File: src/rtl/psfd_pkg.sv
// shared types and constants for the per-source flood detector
`timescale 1ns / 1ps
package psfd_pkg;
  localparam int TableDepth = 1024;
  localparam int IdxW = $clog2(TableDepth);
  localparam int UsedW = $clog2(TableDepth + 1);
  localparam logic [1:0] StatusExisting = 2'd0;
  localparam logic [1:0] StatusAdded = 2'd1;
  localparam logic [1:0] StatusFull = 2'd2;
  localparam logic [0:0] RegThreshold = 1'b0;
  localparam logic [0:0] RegWindow = 1'b1;

  // one packet waiting between front and back
  typedef struct packed {
    logic [31:0] addr;
    logic [31:0] now;
  } pkt_t;
endpackage

File: src/rtl/psfd_front.sv
// input queue: accepts packets and holds them for the table engine
`timescale 1ns / 1ps
module psfd_front (
  input  logic clk,
  input  logic rst,
  input  logic in_valid,
  output logic in_stall,
  input  logic [31:0] source_address,
  input  logic [31:0] now_seconds,
  output logic q_valid,
  input  logic q_take,
  output psfd_pkg::pkt_t q_pkt
);
  // two-entry queue
  psfd_pkg::pkt_t slot0, slot1;
  logic [1:0] fill;
  logic push, pop;

  assign in_stall = fill[1];
  assign push = in_valid & ~fill[1];
  assign pop = q_take & (fill != 2'd0);
  assign q_valid = fill != 2'd0;
  assign q_pkt = slot0;

  // queue storage
  always_ff @(posedge clk) begin
    if (pop) begin
      if (push && fill == 2'd1) slot0 <= {source_address, now_seconds};
      else slot0 <= slot1;
    end else if (push) begin
      if (fill == 2'd0) slot0 <= {source_address, now_seconds};
      else slot1 <= {source_address, now_seconds};
    end
  end

  // fill count
  always_ff @(posedge clk) begin
    if (rst) fill <= 2'd0;
    else fill <= fill + {1'b0, push} - {1'b0, pop};
  end
endmodule

File: config.mk
export PLATFORM = sky130hd
export DESIGN_NAME = psfd_front
export DESIGN_NICKNAME = d
export VERILOG_FILES = /design/src/rtl/psfd_pkg.sv /design/src/rtl/psfd_front.sv
export SDC_FILE = /design/constraint.sdc
export NUM_CORES = 1
export LEC_CHECK = 0
export BUFFER_PORTS_ARGS = -buffer_cell sky130_fd_sc_hd__buf_2
export CORE_MARGIN = 2
export CORE_UTILIZATION = 51
export DETAILED_ROUTE_END_ITERATION = 8
export PLACE_DENSITY_LB_ADDON = 0.12
export SYNTH_ARGS = -nofsm -noshare
export SYNTH_HDL_FRONTEND = slang
export SYNTH_SLANG_ARGS = --single-unit
export TNS_END_PERCENT = 30
File: constraint.sdc
create_clock -name clk -period 8.3 [get_ports clk]
set_input_delay 1.245 -clock clk [delete_from_list [all_inputs] [get_ports clk]]
set_output_delay 1.245 -clock clk [all_outputs]
set_load 0.01 [all_outputs]
Yosys cells after proc, flatten, opt, wreduce, memory -nomap -nowiden
Cells that the tools add are included.
{"block": "word_totals", "ff_bits": 130, "inputBits": 68}
{"block": "op_classes", "n_addsub": 2, "n_eq_ne": 1, "n_mux": 4, "n_bitwise": 5, "n_reduce_logical": 7}
{"op": "64-bit 2-to-1 mux", "n": 4}
{"op": "2-bit nonzero test", "n": 3}
{"op": "1-bit inverter", "n": 3}
{"op": "3-bit AND reduction", "n": 1}
{"op": "2-bit by 1-bit adder with 2-bit output", "n": 1}
{"op": "1-bit bitwise AND", "n": 2}
{"op": "2-bit by 1-bit equality test with 1-bit output (second input constant)", "n": 1}
{"op": "2-bit logical NOT", "n": 1}
{"op": "2-bit AND reduction", "n": 1}
{"op": "2-bit by 1-bit subtractor with 2-bit output", "n": 1}
{"op": "1-bit logical AND", "n": 1}

Longest topological paths before layout
{"block": "depth", "depth_word": 5, "mapped_depth": 8, "mapped_depth_nobuf": 8}

Worst setup path after synthesis
No wires, ideal clock.
{"block": "synth_timing", "path_type": "input to register", "startpoint": "in in_valid", "endpoint": "reg slot1[0] (netlist name) (enable)", "setup_ns": 0.579, "arrival_time_ns": 5.988, "required_time_ns": 7.721, "slack_ns": 1.732, "path_stages": 2, "n_path_buf": 0, "cell_sequence": "nand2b_1 -> nor3b_1"}
{"block": "synth_via", "elab_chain_len": 2}
{"item": "start, declared", "line": "psfd_front.sv:6", "rtl": "input logic in_valid,"}
{"item": "1-bit bitwise AND", "line": "psfd_front.sv:20", "rtl": "assign push = in_valid & ~fill[1];"}
{"item": "3-bit AND reduction (no line)"}
{"item": "end signal, assigned", "line": "psfd_front.sv:32", "rtl": "else slot1 <= {source_address, now_seconds};"}
{"item": "end, declared", "line": "psfd_front.sv:15", "rtl": "psfd_pkg::pkt_t slot0, slot1;"}
No other way between the ends.
A chain may end at the register's enable or synchronous reset.

Worst setup path in the final report
{"block": "layout_timing", "startpoint": "reg fill[1]", "endpoint": "out q_valid"}
{"block": "layout_via", "elab_chain_len": 1}
{"item": "start, declared", "line": "psfd_front.sv:16", "rtl": "logic [1:0] fill;"}
{"item": "start signal, assigned", "line": "psfd_front.sv:39", "rtl": "else fill <= fill + {1'b0, push} - {1'b0, pop};"}
{"item": "2-bit nonzero test", "line": "psfd_front.sv:22", "rtl": "assign q_valid = fill != 2'd0;"}
{"item": "end, declared", "line": "psfd_front.sv:10", "rtl": "output logic q_valid,"}
No other way between the ends.

==> results.md <==
* Area occupied by multi-input gates at 838 µm²
* LEAKAGE at 0.00235 µW
* CP Capture Type: output pin
* Skew final at 0.00476 ns
* Mux cell area share after synthesis at 15.3%
* Post-CTS Hold Buffers at 0
* Final nets at 433
* Width of the die at 101 µm
* Initial detailed-routing violation count at 107
* Max rail drop VDD at 0.000146 V
* Inserted Diodes at 0
* Max-Cap Viols at 0
* Clock Latency Late Sink at 0.50 ns
* Vias/cell at 5.06
* Min-delay worst type: reg -> reg
* Core area at 9150 µm²
* Grt ovf at 0
* Chip height at 101 µm
* Vias at 2464
* Largest family of logic cells by synthesized area: multiplexers
* FP Rows at 35
* Core Util, Final at 66.5%
* Mapped Nets at 284
* PwrDens at 314 nW/µm²
* Period minus WS final at 2.58 ns
* Post-synthesis area per instance at 22.4 µm²
* Router iterations before antenna repair at 6
* CTS H-tree lvls at 4
* Setup Viol. Count Final at 0
* Rel. slew slack at 42.3%
* Die Area at 10200 µm²
* GRT Total Usage at 17.0%
* Status: finished clean
* Post-CTS resize count at 0
* Post-Synth Adder-Cell Area at 0.523%
* YS warnings at 0
* Vias in the first global route at 2534
* Critical Path AT at 1.34 ns
* Fillers at 645
* CTS buffer count at 17
* Hpwl dp at 5010 µm
* Port Buffers at 133
* Root Buffer: clkbuf_8
* Starting Density at 52.3%
* Routed WL per cell at 16.8 µm
* Clock buffer depth at 2
* Setup Crit Path Kind: reg -> out
* Critical Path Start: fill[1]$_SDFF_PP0_
* Maximum clock rate at 0.388 GHz
* Post-Syn Area at 4790 µm²
* Seq/Total Area, Yosys at 81.1%
* Worst reg2reg path endpoint: q_pkt[12]$_DFFE_PP_
* Worst R2R Setup Slack at 6.30 ns
* Reg clk slew, reported paths at 0.06 ns
* R2R Path Start: fill[1]$_SDFF_PP0_
* Post-Synth Simple-Gate Area at 0.888%
* Worst R2R Path Depth at 3
* # DRC at 0
* Synth Area in Compound Gates at 0.340%
* Startpoint type of the worst setup path: flip-flop
* Worst Setup EP: q_valid
* Largest net degree at the start of global routing at 65
* WHS Path Cells at 1
* Post-synthesis cell type count at 16
* Placer congestion estimate at 0.693
* WP data required at 7.05 ns
* Hold Vio Cnt, Final at 0
* Layout cells sized above 1 at 60.4%
* Tcrit/Tclk final at 31.1%
* Antenna Nets Post-Route at 0
* Clk sink count at 130
* RSZ-0062 raised after global routing: no
* First-pass GRT wire length at 12700 µm
* Area delta synth->final at 27.1%
* Register Area at 3880 µm²
* Setup TNS at 0 ns
* Total Routed Length at 8180 µm
* Syn Inst Count at 214
* Max Slew Vio Count at 0
* Initial antenna violation count at 0
* Xor/xnor share of the synthesized area at 0.366%
* Least-Margin Pin Slew at 0.865 ns
* IO Count at 134
* Synthesis-stage register bit count at 130
* TritonCTS clock tree: built
* CP max FO at 5
* Postcts setup bufs at 0
cell type report:
| class | count | area share, % |
|---|---|---|
| tap | 111 | 2.28 |
| clock buffer | 18 | 6.87 |
| timing repair buffer | 136 | 11.3 |
| inverter | 1 | 0.0617 |
| sequential | 130 | 63.8 |
| clock inverter | 14 | 1.89 |
| multi-input combinational | 77 | 13.8 |
cells in the final DEF (no fill, tap or decap), drive strengths merged:
master	Yosys	final
buf	6	136
edfxtp	128	128
mux2	65	65
clkbuf	0	18
clkinv	0	9
inv	1	3
nor2b	2	2
ha	2	2
clkinvlp	0	2
dfxtp	2	2
or2	1	1
o21ai	1	1
and2	1	1
nand2b	1	1
nor3b	1	1
xor2	1	1
xnor2	1	1
nor2	1	1
bufinv	0	1
worst max-delay path, cell delays in order, from the launching register on:
cell	delay (ns)
dfxtp_1	0.36
or2_2	0.33
buf_2	0.14
cells in the mapped netlist:
library cell	instances	area share (%)
o21ai_4	1	0.34
inv_1	1	0.078
ha_1	2	0.52
mux2_2	60	14
mux2_1	5	1.2
nor2b_1	2	0.26
or2_2	1	0.13
edfxtp_1	128	80
xor2_1	1	0.18
xnor2_1	1	0.18
dfxtp_1	2	0.84
buf_6	6	1.4
nor2_1	1	0.078
nor3b_1	1	0.16
nand2b_1	1	0.13
and2_1	1	0.13
worst min path at each step:
stage / startpoint / to / slack, ns
after floorplan: slot1[10]$_DFFE_PP_ / q_pkt[10]$_DFFE_PP_ / 0.50
after global placement: slot1[11]$_DFFE_PP_ / q_pkt[11]$_DFFE_PP_ / 0.50
after detailed placement: slot1[12]$_DFFE_PP_ / q_pkt[12]$_DFFE_PP_ / 0.51
after CTS: slot1[12]$_DFFE_PP_ / q_pkt[12]$_DFFE_PP_ / 0.53
after global routing: slot1[11]$_DFFE_PP_ / q_pkt[11]$_DFFE_PP_ / 0.54
final: slot1[11]$_DFFE_PP_ / q_pkt[11]$_DFFE_PP_ / 0.52
power breakdown:
group / switching, µW / total [µW] / internal, µW
combinational: 193 / 339 / 146
clock: 264 / 658 / 394
sequential: 30.6 / 916 / 885
cell families (layout without fill, tap and decap cells):
family          Yosys count  in the layout
compound gates            1              1
xor+xnor                  2              2
fa+ha+maj                 2              2
buf+inv                   7            169
flops                   130            130
mux                      65             65
simple gates              7              7
routing by layer:
metal | vias up | track usage, % | routed length [µm] | part of all wire (%)
met2 | 87 | 26.8 | 4030 | 49
met3 | 12 | 6.93 | 690 | 8.4
li1 | 1152 | - | - | -
met1 | 1213 | 20.7 | 3340 | 41
met5 | - | 0 | 0 | 0
met4 | 0 | 7.48 | 120 | 1.5
through the flow:
step	setup slack, ns	power, µW	instance area, µm²	hold WS, ns	cells
after CTS	5.69	1940	6090	0.529	487
after detailed placement	5.39	1280	5550	0.510	455
after floorplan	1.73	1130	4790	0.501	214
after global routing	5.64	2000	6090	0.544	487
after global placement	5.41	1270	5550	0.505	455
final	5.72	1910	6090	0.523	487
flip-flops by register name, summed over array words and instances, names as in the netlist:
signal	cells
q_pkt	64
slot1	64
fill	2
(Power assumes the default switching activity.)
